$ cat config.mk
export PLATFORM = sky130hd
export DESIGN_NAME = windowed_fan_alarm_controller_unit
export DESIGN_NICKNAME = d
export VERILOG_FILES = /design/src/hdl/wfac_pkg.sv /design/src/hdl/wfac_decide.sv /design/src/hdl/windowed_fan_alarm_controller_unit.sv
export VERILOG_INCLUDE_DIRS = /design/src /design/src/hdl
export SDC_FILE = /design/constraint.sdc
export NUM_CORES = 1
export LEC_CHECK = 0
export BUFFER_PORTS_ARGS = -buffer_cell sky130_fd_sc_hd__buf_4
export CORE_MARGIN = 2
export CORE_UTILIZATION = 54
export CTS_BUF_LIST = sky130_fd_sc_hd__clkbuf_8
export CTS_CLUSTER_DIAMETER = 150
export CTS_CLUSTER_SIZE = 24
export DETAILED_ROUTE_END_ITERATION = 10
export PLACE_DENSITY = 0.82
export SLEW_MARGIN = 20
export SYNTH_ARGS = -nofsm -noshare
export SYNTH_HDL_FRONTEND = slang
export SYNTH_SLANG_ARGS = --single-unit
$ cat constraint.sdc
create_clock -name clock -period 19.9 [get_ports clock]
set_input_delay 1.99 -clock clock [delete_from_list [all_inputs] [get_ports clock]]
set_output_delay 1.99 -clock clock [all_outputs]
set_load 0.01 [all_outputs]
$ cat src/hdl/windowed_fan_alarm_controller_unit_assert.svh
// assertion macros for the windowed fan alarm controller
// used by the top level; needs a signal named clock and one named reset
`ifndef WINDOWED_FAN_ALARM_CONTROLLER_UNIT_ASSERT_SVH
`define WINDOWED_FAN_ALARM_CONTROLLER_UNIT_ASSERT_SVH

// same-cycle implication, off during reset
`define WFAC_ASSERT_SAME(label, lhs, rhs) \
   label: assert property (@(posedge clock) disable iff (reset) (lhs) |-> (rhs)) \
      else $error("wfac assertion failed");

// next-cycle implication, off during reset
`define WFAC_ASSERT_NEXT(label, lhs, rhs) \
   label: assert property (@(posedge clock) disable iff (reset) (lhs) |=> (rhs)) \
      else $error("wfac assertion failed");

`endif

$ cat src/hdl/wfac_pkg.sv
// shared types and constants of the windowed fan alarm controller
// no dependencies
package wfac_pkg;

   localparam int TEMP_W   = 12;
   localparam int HOUR_W   = 5;
   localparam int MINUTE_W = 6;
   localparam int SECOND_W = 6;
   localparam int SECS_W   = 17;   // holds 31*3600 + 63*60 + 63

   localparam logic [SECS_W-1:0] SEC_PER_HOUR = 17'd3600;
   localparam logic [SECS_W-1:0] SEC_PER_MIN  = 17'd60;
   localparam logic signed [TEMP_W:0] ONE_DEGREE = 13'sd16;

   localparam logic signed [TEMP_W-1:0] THRESHOLD_RESET = 12'sd480;

   // input kinds
   localparam logic CMD_SAMPLE = 1'b0;
   localparam logic CMD_KEY    = 1'b1;

   // register indexes
   localparam logic [2:0] REG_THRESHOLD    = 3'd0;
   localparam logic [2:0] REG_START_HOUR   = 3'd1;
   localparam logic [2:0] REG_START_MINUTE = 3'd2;
   localparam logic [2:0] REG_END_HOUR     = 3'd3;
   localparam logic [2:0] REG_END_MINUTE   = 3'd4;

   typedef enum logic [1:0] {
      ALARM_IDLE     = 2'd0,
      ALARM_SOUNDING = 2'd1,
      ALARM_SILENCED = 2'd2
   } alarm_type;

   typedef struct packed {
      logic signed [TEMP_W-1:0] threshold;
      logic [HOUR_W-1:0]        open_hour;
      logic [MINUTE_W-1:0]      open_minute;
      logic [HOUR_W-1:0]        close_hour;
      logic [MINUTE_W-1:0]      close_minute;
   } cfg_type;

   typedef struct packed {
      logic      fan;
      alarm_type alarm;
      logic      monitor;
   } state_type;

endpackage

$ cat src/hdl/wfac_decide.sv
// next-state logic for one beat: window check, threshold bands, silence key
// depends on wfac_pkg
module wfac_decide (
   input  wfac_pkg::cfg_type                  cfg,
   input  wfac_pkg::state_type                cur,
   input  logic                               cmd,
   input  logic signed [wfac_pkg::TEMP_W-1:0] sample_temp,
   input  logic [wfac_pkg::HOUR_W-1:0]        now_hour,
   input  logic [wfac_pkg::MINUTE_W-1:0]      now_minute,
   input  logic [wfac_pkg::SECOND_W-1:0]      now_second,
   output wfac_pkg::state_type                nxt
);

   logic [wfac_pkg::SECS_W-1:0]      now_secs;
   logic [wfac_pkg::SECS_W-1:0]      start_secs;
   logic [wfac_pkg::SECS_W-1:0]      end_secs;
   logic                             in_win;
   logic                             win_enabled;
   logic signed [wfac_pkg::TEMP_W:0] temp_x;
   logic signed [wfac_pkg::TEMP_W:0] thr_x;
   logic signed [wfac_pkg::TEMP_W:0] thr_low;

   // seconds of day, constant multipliers only
   assign now_secs   = wfac_pkg::SECS_W'(now_hour) * wfac_pkg::SEC_PER_HOUR
                     + wfac_pkg::SECS_W'(now_minute) * wfac_pkg::SEC_PER_MIN
                     + wfac_pkg::SECS_W'(now_second);
   assign start_secs = wfac_pkg::SECS_W'(cfg.open_hour) * wfac_pkg::SEC_PER_HOUR
                     + wfac_pkg::SECS_W'(cfg.open_minute) * wfac_pkg::SEC_PER_MIN;
   assign end_secs   = wfac_pkg::SECS_W'(cfg.close_hour) * wfac_pkg::SEC_PER_HOUR
                     + wfac_pkg::SECS_W'(cfg.close_minute) * wfac_pkg::SEC_PER_MIN;

   // inclusive window, wraps past midnight when end lies before start
   assign in_win = (end_secs < start_secs)
                 ? ((now_secs >= start_secs) || (now_secs <= end_secs))
                 : ((now_secs >= start_secs) && (now_secs <= end_secs));
   assign win_enabled = (cfg.open_hour != '0) || (cfg.close_hour != '0);

   // one extra bit so threshold minus one degree cannot wrap
   assign temp_x  = {sample_temp[wfac_pkg::TEMP_W-1], sample_temp};
   assign thr_x   = {cfg.threshold[wfac_pkg::TEMP_W-1], cfg.threshold};
   assign thr_low = thr_x - wfac_pkg::ONE_DEGREE;

   always_comb begin
      nxt = cur;
      if (cmd == wfac_pkg::CMD_KEY) begin
         // key only silences a sounding alarm
         case (cur.alarm)
            wfac_pkg::ALARM_SOUNDING: nxt.alarm = wfac_pkg::ALARM_SILENCED;
            default:                  nxt.alarm = cur.alarm;
         endcase
      end else begin
         if (win_enabled) begin
            nxt.monitor = in_win;
         end
         if (!nxt.monitor) begin
            nxt.fan   = 1'b0;
            nxt.alarm = wfac_pkg::ALARM_IDLE;
         end else if (temp_x < thr_low) begin
            nxt.fan   = 1'b0;
            nxt.alarm = wfac_pkg::ALARM_IDLE;
         end else if (temp_x >= thr_x) begin
            nxt.fan = 1'b1;
            if (cur.alarm == wfac_pkg::ALARM_IDLE) begin
               nxt.alarm = wfac_pkg::ALARM_SOUNDING;
            end
         end else begin
            nxt.fan   = 1'b1;
            nxt.alarm = wfac_pkg::ALARM_IDLE;
         end
      end
   end

endmodule

$ cat src/hdl/windowed_fan_alarm_controller_unit.sv
// top level of the windowed fan alarm controller: stream ports, register file, output buffer
// depends on wfac_pkg, wfac_decide and windowed_fan_alarm_controller_unit_assert.svh
//
// Each request beat is either a temperature sample with its time of day or a
// silence key press, and yields exactly one response beat with fan, buzzer,
// alarm status and monitoring flag after that beat. The decision is made in
// the cycle a beat is accepted and lands in the result register, or in the
// skid register while the result register is full, so one beat per cycle is
// sustained while rsp_tready is high. The two-entry output buffer drops
// req_tready only when both entries are full. Window hours and minutes and
// the threshold must be set through the csr port while the block is idle,
// which the block does not enforce; both window hours at zero turns window
// evaluation off and the monitoring flag keeps its last value.
`include "windowed_fan_alarm_controller_unit_assert.svh"
module windowed_fan_alarm_controller_unit (
   input  logic        clock,
   input  logic        reset,
   // request channel
   input  logic        req_tvalid,
   output logic        req_tready,
   input  logic [31:0] req_tdata,   // sample_temp[11:0], now_hour[16:12],
                                    // now_minute[22:17], now_second[28:23], zero[31:29]
   input  logic [0:0]  req_tuser,   // cmd[0]
   // response channel
   output logic        rsp_tvalid,
   input  logic        rsp_tready,
   output logic [7:0]  rsp_tdata,   // fan_on[0], buzzer_on[1], alarm_status[3:2],
                                    // monitor_active[4], zero[7:5]
   // configuration port
   input  logic        csr_psel,
   input  logic        csr_penable,
   input  logic        csr_pwrite,
   input  logic [4:0]  csr_paddr,
   input  logic [31:0] csr_pwdata,
   output logic [31:0] csr_prdata,
   output logic        csr_pready
);

   wfac_pkg::cfg_type   cfg_ff;
   wfac_pkg::state_type state_ff;
   wfac_pkg::state_type state_in;
   logic [4:0]          main_ff;
   logic [4:0]          skid_ff;
   logic                main_valid_ff;
   logic                skid_valid_ff;
   logic [4:0]          result_in;
   logic                push;
   logic                pop;
   logic                csr_write;
   logic [2:0]          csr_index;
   logic                key_at_idle;

   // configuration registers
   assign csr_pready = 1'b1;
   assign csr_write  = csr_psel && csr_penable && csr_pwrite && csr_pready;
   assign csr_index  = csr_paddr[4:2];

   always_ff @(posedge clock) begin
      if (reset) begin
         cfg_ff.threshold    <= wfac_pkg::THRESHOLD_RESET;
         cfg_ff.open_hour    <= '0;
         cfg_ff.open_minute  <= '0;
         cfg_ff.close_hour   <= '0;
         cfg_ff.close_minute <= '0;
      end else if (csr_write) begin
         case (csr_index)
            wfac_pkg::REG_THRESHOLD:
               cfg_ff.threshold <= $signed(csr_pwdata[wfac_pkg::TEMP_W-1:0]);
            wfac_pkg::REG_START_HOUR:
               cfg_ff.open_hour <= csr_pwdata[wfac_pkg::HOUR_W-1:0];
            wfac_pkg::REG_START_MINUTE:
               cfg_ff.open_minute <= csr_pwdata[wfac_pkg::MINUTE_W-1:0];
            wfac_pkg::REG_END_HOUR:
               cfg_ff.close_hour <= csr_pwdata[wfac_pkg::HOUR_W-1:0];
            wfac_pkg::REG_END_MINUTE:
               cfg_ff.close_minute <= csr_pwdata[wfac_pkg::MINUTE_W-1:0];
            default: ;
         endcase
      end
   end

   // register readback
   always_comb begin
      case (csr_index)
         wfac_pkg::REG_THRESHOLD:    csr_prdata = {20'd0, cfg_ff.threshold};
         wfac_pkg::REG_START_HOUR:   csr_prdata = {27'd0, cfg_ff.open_hour};
         wfac_pkg::REG_START_MINUTE: csr_prdata = {26'd0, cfg_ff.open_minute};
         wfac_pkg::REG_END_HOUR:     csr_prdata = {27'd0, cfg_ff.close_hour};
         wfac_pkg::REG_END_MINUTE:   csr_prdata = {26'd0, cfg_ff.close_minute};
         default:                    csr_prdata = '0;
      endcase
   end

   // decision for the beat at the request port
   wfac_decide u_decide (
      .cfg         (cfg_ff),
      .cur         (state_ff),
      .cmd         (req_tuser[0]),
      .sample_temp ($signed(req_tdata[11:0])),
      .now_hour    (req_tdata[16:12]),
      .now_minute  (req_tdata[22:17]),
      .now_second  (req_tdata[28:23]),
      .nxt         (state_in)
   );

   assign result_in = {state_in.monitor, state_in.alarm,
                       (state_in.alarm == wfac_pkg::ALARM_SOUNDING), state_in.fan};

   // handshakes
   assign req_tready = !skid_valid_ff;
   assign push       = req_tvalid && req_tready;
   assign pop        = rsp_tvalid && rsp_tready;
   assign rsp_tvalid = main_valid_ff;
   assign rsp_tdata  = {3'd0, main_ff};

   // controller state advances on every accepted beat
   always_ff @(posedge clock) begin
      if (reset) begin
         state_ff.fan     <= 1'b0;
         state_ff.alarm   <= wfac_pkg::ALARM_IDLE;
         state_ff.monitor <= 1'b1;
      end else if (push) begin
         state_ff <= state_in;
      end
   end

   // two-entry output buffer, valid bits
   always_ff @(posedge clock) begin
      if (reset) begin
         main_valid_ff <= 1'b0;
         skid_valid_ff <= 1'b0;
      end else if (pop) begin
         if (skid_valid_ff) begin
            skid_valid_ff <= 1'b0;
         end else begin
            main_valid_ff <= push;
         end
      end else if (push) begin
         if (main_valid_ff) begin
            skid_valid_ff <= 1'b1;
         end else begin
            main_valid_ff <= 1'b1;
         end
      end
   end

   // two-entry output buffer, payload
   always_ff @(posedge clock) begin
      if (pop) begin
         if (skid_valid_ff) begin
            main_ff <= skid_ff;
         end else if (push) begin
            main_ff <= result_in;
         end
      end else if (push) begin
         if (main_valid_ff) begin
            skid_ff <= result_in;
         end else begin
            main_ff <= result_in;
         end
      end
   end

   // key press accepted while the alarm is idle
   assign key_at_idle = push && (req_tuser[0] == wfac_pkg::CMD_KEY)
                     && (state_ff.alarm == wfac_pkg::ALARM_IDLE);

   // checks
   `WFAC_ASSERT_SAME(a_skid_behind_main, skid_valid_ff, main_valid_ff)
   `WFAC_ASSERT_SAME(a_alarm_needs_fan, state_ff.alarm != wfac_pkg::ALARM_IDLE, state_ff.fan)
   `WFAC_ASSERT_NEXT(a_key_keeps_idle, key_at_idle, state_ff.alarm == wfac_pkg::ALARM_IDLE)

endmodule

==> impl_metrics.tcl, run 1 <==
set metrics [dict create \
    synth_edf_count 10 \
    leakagePower_nw 4.644 \
    wl_cell_um 13.87 \
    most_frequent_cells_in_the_layout "197 x ha_1, 139 x inv_1, 76 x a21oi_1" \
    post_drt_via_cell_ratio 5.445 \
    drc 0 \
    clkSlewWorstSetupHoldPaths_ns 0.09 \
    count_of_final_max_slew_check_failures 0 \
    synth_ff_type "dfxtp_1" \
    number_of_buffers_between_clock_root_and_the_deepest_sink 2 \
    final_hold_viol_count 0 \
    route.vias.total 6626 \
    cts_root_buf "clkbuf_8" \
    synth.top_cell.area_share 0.2931 \
    final.fill_count 1352 \
    effective_utilization_at_floorplan 0.5532 \
    placed_area_mm2 0.009037 \
    first_global_vias 6296 \
    final_cells 1217 \
    insertion_delay_ns 0.32 \
    grt_remaining_overflow 0 \
    wire_length_of_the_first_global_routing_pass_um 28570 \
    pin_count_of_the_biggest_net_entering_global_routing 44 \
    number_of_violations_of_the_max_capacitance_limit 0 \
    htree_num_levels 2 \
    cts_inserted_buffers 5 \
    worst_hold_path_type "flop to flop" \
    area_growth_pct 8.451 \
    maxClockFrequency_mhz 125.4 \
    die_h_um 128.8 \
    critical-path-slowest-cell "fa_1" \
    power.density_cell_area_mw_per_mm2 59.00 \
    synth_cells 966 \
    synth_seq_area_share 0.1309 \
    fp.dieArea_mm2 0.01659 \
    synth_warnings 0 \
    slew_headroom 0.3544 \
    min_period_ns 7.976 \
    crit_path_start_kind "input port" \
    final_util 0.5999 \
    port_buffer_count 70 \
    detailedRoute.firstIterationViolations 394 \
    worst-path-buf-inv 3 \
    track_usage 0.2079 \
    num_antenna_cells 0 \
    final_layout_size_suffix_gt1_frac 0.09135 \
    dp_hpwl_um 14590 \
    finalSetupTns_ns 0 \
    post-cts-setup-buffer-count 0 \
    finish.instance_area_mm2 0.009120 \
    grt_setup_unrepaired "false" \
    cts_resized 0 \
    final_min_period_over_clock_period 0.4008 \
    worstSetupPathType "input port to flop" \
    setup_viol_count_final 0 \
    netlist_cell_types 65 \
    cell_type_group_with_the_largest_total_delay_on_the_critical_path "compound AO/OA/AOI/OAI gates" \
    top_cell_type_by_total_area_after_synthesis "ha_1" \
    critical-path-top-cell-by-count "o21ai_0" \
    design.core.area_mm2 0.01520 \
    die_width_um 128.8 \
    place_inst 1210 \
    finClkSkew_ns 0.006971 \
    layout.nets 1344 \
    netlist_area_mm2 0.008409 \
    worstMarginPinSlew_ns 0.9609 \
    tritoncts "yes" \
    mostFrequentLayoutCell "ha_1" \
    cp_slowest_stage_delay_ns 0.53 \
    firstDrtPassIters 5 \
    worstPathArrival_ns 8.04 \
    hold_ws_ns 0.4822 \
    vdd.ir_drop.worst_mv 0.04333 \
    placementRows 45 \
    yosys-top-cells-area "ha_1 29%, fa_1 9.8%, dfxtp_1 9.5%" \
    tritoncts_num_sinks 50 \
    synth.avg_cell_area_um2 8.705 \
    post_drt_antenna_nets 0 \
    run_status "finished clean" \
    number_of_antenna_violations_at_the_first_check_in_global_routing 0 \
    worst_ep_required_time_ns 19.97 \
    ys_ff_latch 50 \
    gp_congestion 0.9085 \
    boundaryPins 120 \
    critical_path.endpoint_type "flop" \
    routed_wl_um 16880 \
    hold_buffers 0 \
    ys_async_rst_share 0 \
    worst-path-max-fanout 8 \
]
Yosys cell counts, types with 12 or more instances:
cell      number
xor2_1        19
buf_4         24
o21bai_1      17
a21o_1        31
inv_1        139
ha_1         197
mux2i_1       24
o21ai_0       27
xnor2_1       53
nor2_1        65
nand4_1       12
nor2b_1       12
fa_1          41
a21oi_1       76
dfxtp_1       40
nand2_1       44
flip-flops by register name, indices dropped and copies added, names as in the netlist:
signal,cells
skid_valid_ff,1
state_ff,4
main_ff,5
rsp_tvalid,1
skid_ff,5
cfg_ff,34
routing by layer:
layer  share of wire  GRT usage  vias up  wire, um
met2            0.47     0.3445      127      7867
met4          0.0092    0.03581        0       155
li1                -          -     3408         -
met1            0.48     0.2966     3079      8171
met5               0          0        -         0
met3           0.040    0.02328       12       682
metrics by stage:
stage | total power, mW | setup WS (ns)
2_1_floorplan | 0.4044 | 12.28
3_3_place_gp | 0.4663 | 11.64
3_5_place_dp | 0.4774 | 11.60
4_1_cts | 0.5401 | 11.92
5_1_grt | 0.6025 | 11.46
6_report | 0.5381 | 11.92
path summary, 6_finish.rpt:
path            startpoint          to  slack, ns  depth (start not counted)
max          req_tdata[17]  main_ff[1]      11.92                         26
max reg2reg     cfg_ff[13]  main_ff[1]      13.69                         24
min             cfg_ff[31]  cfg_ff[31]       0.48                          2
min reg2reg     cfg_ff[31]  cfg_ff[31]       0.48                          2
power breakdown:
part	internal, mW	switching [mW]	leakage [nW]	total (mW)
Sequential	0.106	0.00201	0.415	0.108
Combinational	0.168	0.201	4.19	0.369
Clock	0.0244	0.0367	0.0444	0.0611
final cells by class:
| type | instances | area [um2] | share of cell area |
|---|---|---|---|
| Multi-Input combinational cell | 762 | 6646 | 0.7288 |
| Sequential cell | 50 | 1101 | 0.1207 |
| Timing Repair Buffer | 71 | 533.0 | 0.05844 |
| Inverter | 139 | 521.8 | 0.05721 |
| Tap cell | 188 | 235.2 | 0.02579 |
| Clock buffer | 5 | 68.82 | 0.007546 |
| Clock inverter | 2 | 13.76 | 0.001509 |
kinds of logic after synthesis:
group	after synthesis	synth area share
AO/OA/AOI/OAI	221	0.1772
XOR/XNOR	74	0.07886
adder cells (fa/ha/maj)	238	0.3907
buffers and inverters	176	0.08927
flip-flops	50	0.1309
multiplexers	25	0.02991
other	2	0.0008931
AND/OR/NAND/NOR	180	0.1022
tightest hold or removal path: stages, from the launching register on:
cell and delay [ns]:
dfxtp_1 0.33, nand2_1 0.06, a21oi_1 0.05
No activity file was read; power rests on OpenSTA's default activity.
==> run 2: changes to the inputs <==
==> constraint.sdc (replaced) <==
create_clock -name clock -period 7.6 [get_ports clock]
set_input_delay 0.76 -clock clock [delete_from_list [all_inputs] [get_ports clock]]
set_output_delay 0.76 -clock clock [all_outputs]
set_load 0.01 [all_outputs]
==> run 2 against run 1 <==
- clock-buffer cell count rose by 1
- clock skew increased by 0.0010 ns
- final area rose by 0.16%
- via count increased by 1.6%
- clock power grew to 2.8 times the previous value
- sequential power increased to 2.6 times the previous value
- global-route usage is 0.40 points higher
==> impl_metrics.tcl, run 2 (same netlist as run 1, synthesis figures left out) <==
set metrics [dict create \
    port_buffer_count 70 \
    power.share.sequential 0.197 \
    count_of_final_max_slew_check_failures 0 \
    reg2reg_slack_ns 1.35 \
    dp_hpwl_um 14930 \
    insertion_delay_ns 0.32 \
    worst-path-buf-inv 3 \
    layout.nets 1344 \
    number_of_buffers_between_clock_root_and_the_deepest_sink 2 \
    grt_remaining_overflow 0 \
    run_status "finished clean" \
    htree_num_levels 2 \
    switchingPower_mw 0.6372 \
    worstPathArrival_ns 6.81 \
    worst_hold_path_type "flop to flop" \
    finClkSkew_ns 0.008000 \
    finalSetupTns_ns 0 \
    reg_top3 "cfg_ff: 34 flops, main_ff: 5 flops, skid_ff: 5 flops" \
    critical_path.endpoint_type "flop" \
    placementRows 45 \
    min_period_ns 6.744 \
    hold_buffers 0 \
    setup.worst_path.end "main_ff[2]" \
    leakagePower_nw 4.652 \
    worst_ep_required_time_ns 7.66 \
    track_usage 0.2119 \
    place_inst 1210 \
    die_h_um 128.8 \
    r2r_cells 24 \
    cell_type_group_with_the_largest_total_delay_on_the_critical_path "compound AO/OA/AOI/OAI gates" \
    maxClockFrequency_mhz 148.3 \
    final_layout_size_suffix_gt1_frac 0.09223 \
    wire_length_of_the_first_global_routing_pass_um 29190 \
    tritoncts_num_sinks 50 \
    number_of_violations_of_the_max_capacitance_limit 0 \
    final_min_period_over_clock_period 0.8873 \
    worstMarginPinSlew_ns 0.9549 \
    power.share.combinational 0.681 \
    route.vias.total 6729 \
    final_cells 1218 \
    worst-path-max-fanout 8 \
    crit-reg2reg-launch "cfg_ff[11]" \
    cts_resized 0 \
    post_drt_via_cell_ratio 5.525 \
    boundaryPins 120 \
    post_drt_antenna_nets 0 \
    power.share.clock 0.122 \
    final_hold_viol_count 0 \
    most_frequent_cells_in_the_layout "197 x ha_1, 139 x inv_1, 76 x a21oi_1" \
    pin_count_of_the_biggest_net_entering_global_routing 44 \
    registers.top_by_ff_count "cfg_ff" \
    drc 0 \
    detailedRoute.firstIterationViolations 419 \
    firstDrtPassIters 5 \
    design.core.area_mm2 0.01520 \
    die_width_um 128.8 \
    crit_path_start_kind "input port" \
    totalPowerFinal_mw 1.432 \
    netSwitchingFraction 0.4449 \
    slew_headroom 0.3585 \
    vdd.ir_drop.worst_mv 0.1048 \
    area_growth_pct 8.630 \
    critical-path-top-cell-by-count "ha_1" \
    post-cts-setup-buffer-count 0 \
    routed_wl_um 17450 \
    worstSetupStartpoint "req_tdata[20]" \
    tritoncts "yes" \
    min_path_cells 2 \
    number_of_antenna_violations_at_the_first_check_in_global_routing 0 \
    internal_dissipation_mw 0.7949 \
    num_antenna_cells 0 \
    power.density_cell_area_mw_per_mm2 156.8 \
    critical-path-slowest-cell "fa_1" \
    effective_utilization_at_floorplan 0.5532 \
    reg_to_reg_endpoint "main_ff[0]" \
    setup_viol_count_final 0 \
    flip_flop_count_of_the_largest_register_after_layout 34 \
    clkSlewWorstSetupHoldPaths_ns 0.10 \
    grt_setup_unrepaired "false" \
    first_global_vias 6535 \
    cp_slowest_stage_delay_ns 0.52 \
    cts_inserted_buffers 5 \
    gp_congestion 0.8986 \
    critical_path_cell_count 29 \
    mostFrequentLayoutCell "ha_1" \
    worstSetupPathType "input port to flop" \
    cts_root_buf "clkbuf_8" \
    wl_cell_um 14.32 \
    fp.dieArea_mm2 0.01659 \
]
==> run 2: cell count changes in the layout (fill, tap and decap cells not counted) <==
cell,previous run,this run
clkinv_2,1,0
clkbuf_8,5,6
inv_4,0,1
==> run 2: final cells by class <==
| type | instances | area [um2] |
|---|---|---|
| Multi-Input combinational cell | 762 | 6646 |
| Fill cell | 1309 | 6067 |
| Sequential cell | 50 | 1101 |
| Timing Repair Buffer | 71 | 533.0 |
| Inverter | 139 | 521.8 |
| Tap cell | 188 | 235.2 |
| Clock buffer | 6 | 82.58 |
| Clock inverter | 2 | 15.01 |
==> run 2: routing by layer <==
layer  vias to the layer above  part of all wire  track usage  routed length, um
li1                       3418                 -            -                  -
met1                      3130              0.47       0.2907               8156
met2                       154              0.48       0.3648               8385
met3                        27             0.037      0.02204                650
met4                         0             0.014      0.03964                252
met5                         -                 0            0                  0
==> run 2: power groups by stage <==
| stage | Combinational (mW) | Sequential [mW] | Clock (mW) |
|---|---|---|---|
| after floorplan | 0.770 | 0.289 | 0 |
| after global placement | 0.941 | 0.288 | 0 |
| after detailed placement | 0.970 | 0.289 | 0 |
| after CTS | 0.978 | 0.283 | 0.176 |
| after global routing | 1.13 | 0.283 | 0.187 |
| final | 0.975 | 0.283 | 0.174 |
==> run 2: through the flow <==
step | utilization | worst slack [ns] | instance area, um2 | hold WS (ns)
2_1_floorplan | - | 1.206 | 8492 | 0.4447
3_3_place_gp | 0.5945 | 0.6437 | 9037 | 0.4549
3_5_place_dp | 0.5945 | 0.6042 | 9037 | 0.4639
4_1_cts | 0.6009 | 0.9025 | 9135 | 0.4779
5_1_grt | 0.6009 | 0.4623 | 9135 | 0.5199
6_report | 0.6009 | 0.8564 | 9135 | 0.4801
==> run 2: worst min-delay path by stage <==
stage	end	startpoint
floorplan	cfg_ff[31]	cfg_ff[31]
global placement	cfg_ff[31]	cfg_ff[31]
detailed placement	cfg_ff[31]	cfg_ff[31]
CTS	cfg_ff[31]	cfg_ff[31]
global route	cfg_ff[25]	cfg_ff[25]
finish	cfg_ff[31]	cfg_ff[31]
==> run 2: tightest hold or removal path, stage by stage (launching register included) <==
cell,delay (ns)
dfxtp_1,0.33
nand2_1,0.05
a21oi_1,0.05
==> run 3: changes to the inputs <==
--- a/config.mk
+++ b/config.mk
@@ -13,6 +13,7 @@
 export CTS_CLUSTER_DIAMETER = 150
 export CTS_CLUSTER_SIZE = 24
 export DETAILED_ROUTE_END_ITERATION = 10
+export MAX_ROUTING_LAYER = met4
 export PLACE_DENSITY = 0.82
 export SLEW_MARGIN = 20
 export SYNTH_ARGS = -nofsm -noshare
==> run 3 against run 2 <==
- final area stayed put
- global-route usage is 0.65 points higher
- wire length fell by 0.22%
- fmax about the same
- largest cell class unchanged
==> impl_metrics.tcl, run 3 (same netlist as run 1, synthesis figures left out) <==
set metrics [dict create \
    critical_path.endpoint_type "flop" \
    htree_num_levels 2 \
    boundaryPins 120 \
    place_inst 1210 \
    run_status "finished clean" \
    worstPathArrival_ns 6.81 \
    drc 0 \
    port_buffer_count 70 \
    area_growth_pct 8.630 \
    slew_headroom 0.3795 \
    fp.dieArea_mm2 0.01659 \
    final_min_period_over_clock_period 0.8879 \
    count_of_final_max_slew_check_failures 0 \
    critical-path-top-cell-by-count "ha_1" \
    cp_slowest_stage_delay_ns 0.52 \
    clkSlewWorstSetupHoldPaths_ns 0.10 \
    layout_setup_ws_ns 0.8516 \
    design.core.area_mm2 0.01520 \
    worstSetupStartpoint "req_tdata[20]" \
    cell_type_group_with_the_largest_total_delay_on_the_critical_path "compound AO/OA/AOI/OAI gates" \
    grt_remaining_overflow 0 \
    multiInputGateArea_mm2 0.006646 \
    gp_congestion 0.9140 \
    number_of_antenna_violations_at_the_first_check_in_global_routing 0 \
    insertion_delay_ns 0.31 \
    die_width_um 128.8 \
    number_of_violations_of_the_max_capacitance_limit 0 \
    worstMarginPinSlew_ns 0.9237 \
    finClkSkew_ns 0.006969 \
    layout.nets 1344 \
    die_h_um 128.8 \
    worst-path-max-fanout 8 \
    mostFrequentLayoutCell "ha_1" \
    final.fill_count 1309 \
    reg_top3 "cfg_ff: 34 flops, main_ff: 5 flops, skid_ff: 5 flops" \
    seq_area_mm2 0.001101 \
    placed_area_mm2 0.009037 \
    wire_length_of_the_first_global_routing_pass_um 29190 \
    setup_viol_count_final 0 \
    crit-reg2reg-launch "cfg_ff[11]" \
    effective_utilization_at_floorplan 0.5532 \
    most_frequent_cells_in_the_layout "197 x ha_1, 139 x inv_1, 76 x a21oi_1" \
    cts_root_buf "clkbuf_8" \
    firstDrtPassIters 7 \
    route.vias.total 6709 \
    placementRows 45 \
    vdd.ir_drop.worst_mv 0.1048 \
    post_drt_via_cell_ratio 5.508 \
    leakagePower_nw 4.652 \
    grt_setup_unrepaired "false" \
    routed_wl_um 17410 \
    pin_count_of_the_biggest_net_entering_global_routing 44 \
    first_global_vias 6525 \
    post-cts-setup-buffer-count 0 \
    finalSetupTns_ns 0 \
    min_period_ns 6.748 \
    detailedRoute.firstIterationViolations 406 \
    track_usage 0.2184 \
    num_antenna_cells 0 \
    cts_inserted_buffers 5 \
    hold_buffers 0 \
    wl_cell_um 14.29 \
    post_drt_antenna_nets 0 \
    final_hold_viol_count 0 \
    reg2reg_slack_ns 1.34 \
    dpl_worst_slack_ns 0.6042 \
    final_layout_size_suffix_gt1_frac 0.09223 \
    worst-path-buf-inv 3 \
    final_cells 1218 \
    hold_ws_ns 0.4798 \
    registers.top_by_ff_count "cfg_ff" \
    tritoncts_num_sinks 50 \
    cts_resized 0 \
    critical-path-slowest-cell "fa_1" \
    launch_instance_of_the_worst_min_delay_path "cfg_ff[31]" \
    number_of_buffers_between_clock_root_and_the_deepest_sink 2 \
    tritoncts "yes" \
    dp_hpwl_um 14930 \
    flip_flop_count_of_the_largest_register_after_layout 34 \
    worstSetupPathType "input port to flop" \
    maxClockFrequency_mhz 148.2 \
    worst_ep_required_time_ns 7.66 \
    crit_path_start_kind "input port" \
    power.density_cell_area_mw_per_mm2 156.6 \
    finish.instance_area_mm2 0.009135 \
    worst_hold_path_type "flop to flop" \
]
## run 3: cell counts in the layout (fill, tap and decap cells not counted)
Identical to the previous run, type by type.
## run 3: report_power, final
part           switching (mW)  internal, mW
Combinational           0.533         0.442
Sequential            0.00530         0.277
Clock                  0.0970        0.0755
## run 3: layout make-up
class | instances | share of cell area
clock buffers | 6 | 0.009040
multi-input cells | 762 | 0.7276
clock inverters | 2 | 0.001644
repair buffers | 71 | 0.05835
well taps | 188 | 0.02575
flip-flops and latches | 50 | 0.1205
inverters | 139 | 0.05712
## run 3: final timing paths
kind | endpoint | depth (start not counted)
hold reg to reg | cfg_ff[31] | 2
setup reg to reg | main_ff[0] | 24
setup / recovery | main_ff[2] | 29
hold / removal | cfg_ff[31] | 2
## run 3: per-stage QoR
step	total power, mW	util
CTS	1.436	0.6009
floorplan	1.059	-
global placement	1.229	0.5945
finish	1.431	0.6009
detailed placement	1.258	0.5945
global route	1.600	0.6009
## run 3: tightest hold or removal path: stages, from the launching register on
cell and delay (ns):
dfxtp_1 0.33, nand2_1 0.05, a21oi_1 0.06
## run 3: metal layers
| metal | track usage | vias up | routed length, um |
|---|---|---|---|
| li1 | - | 3422 | - |
| met1 | 0.2920 | 3116 | 8174 |
| met2 | 0.3635 | 147 | 8380 |
| met3 | 0.02162 | 24 | 610 |
| met4 | 0.03964 | 0 | 240 |
| met5 | - | - | 0 |
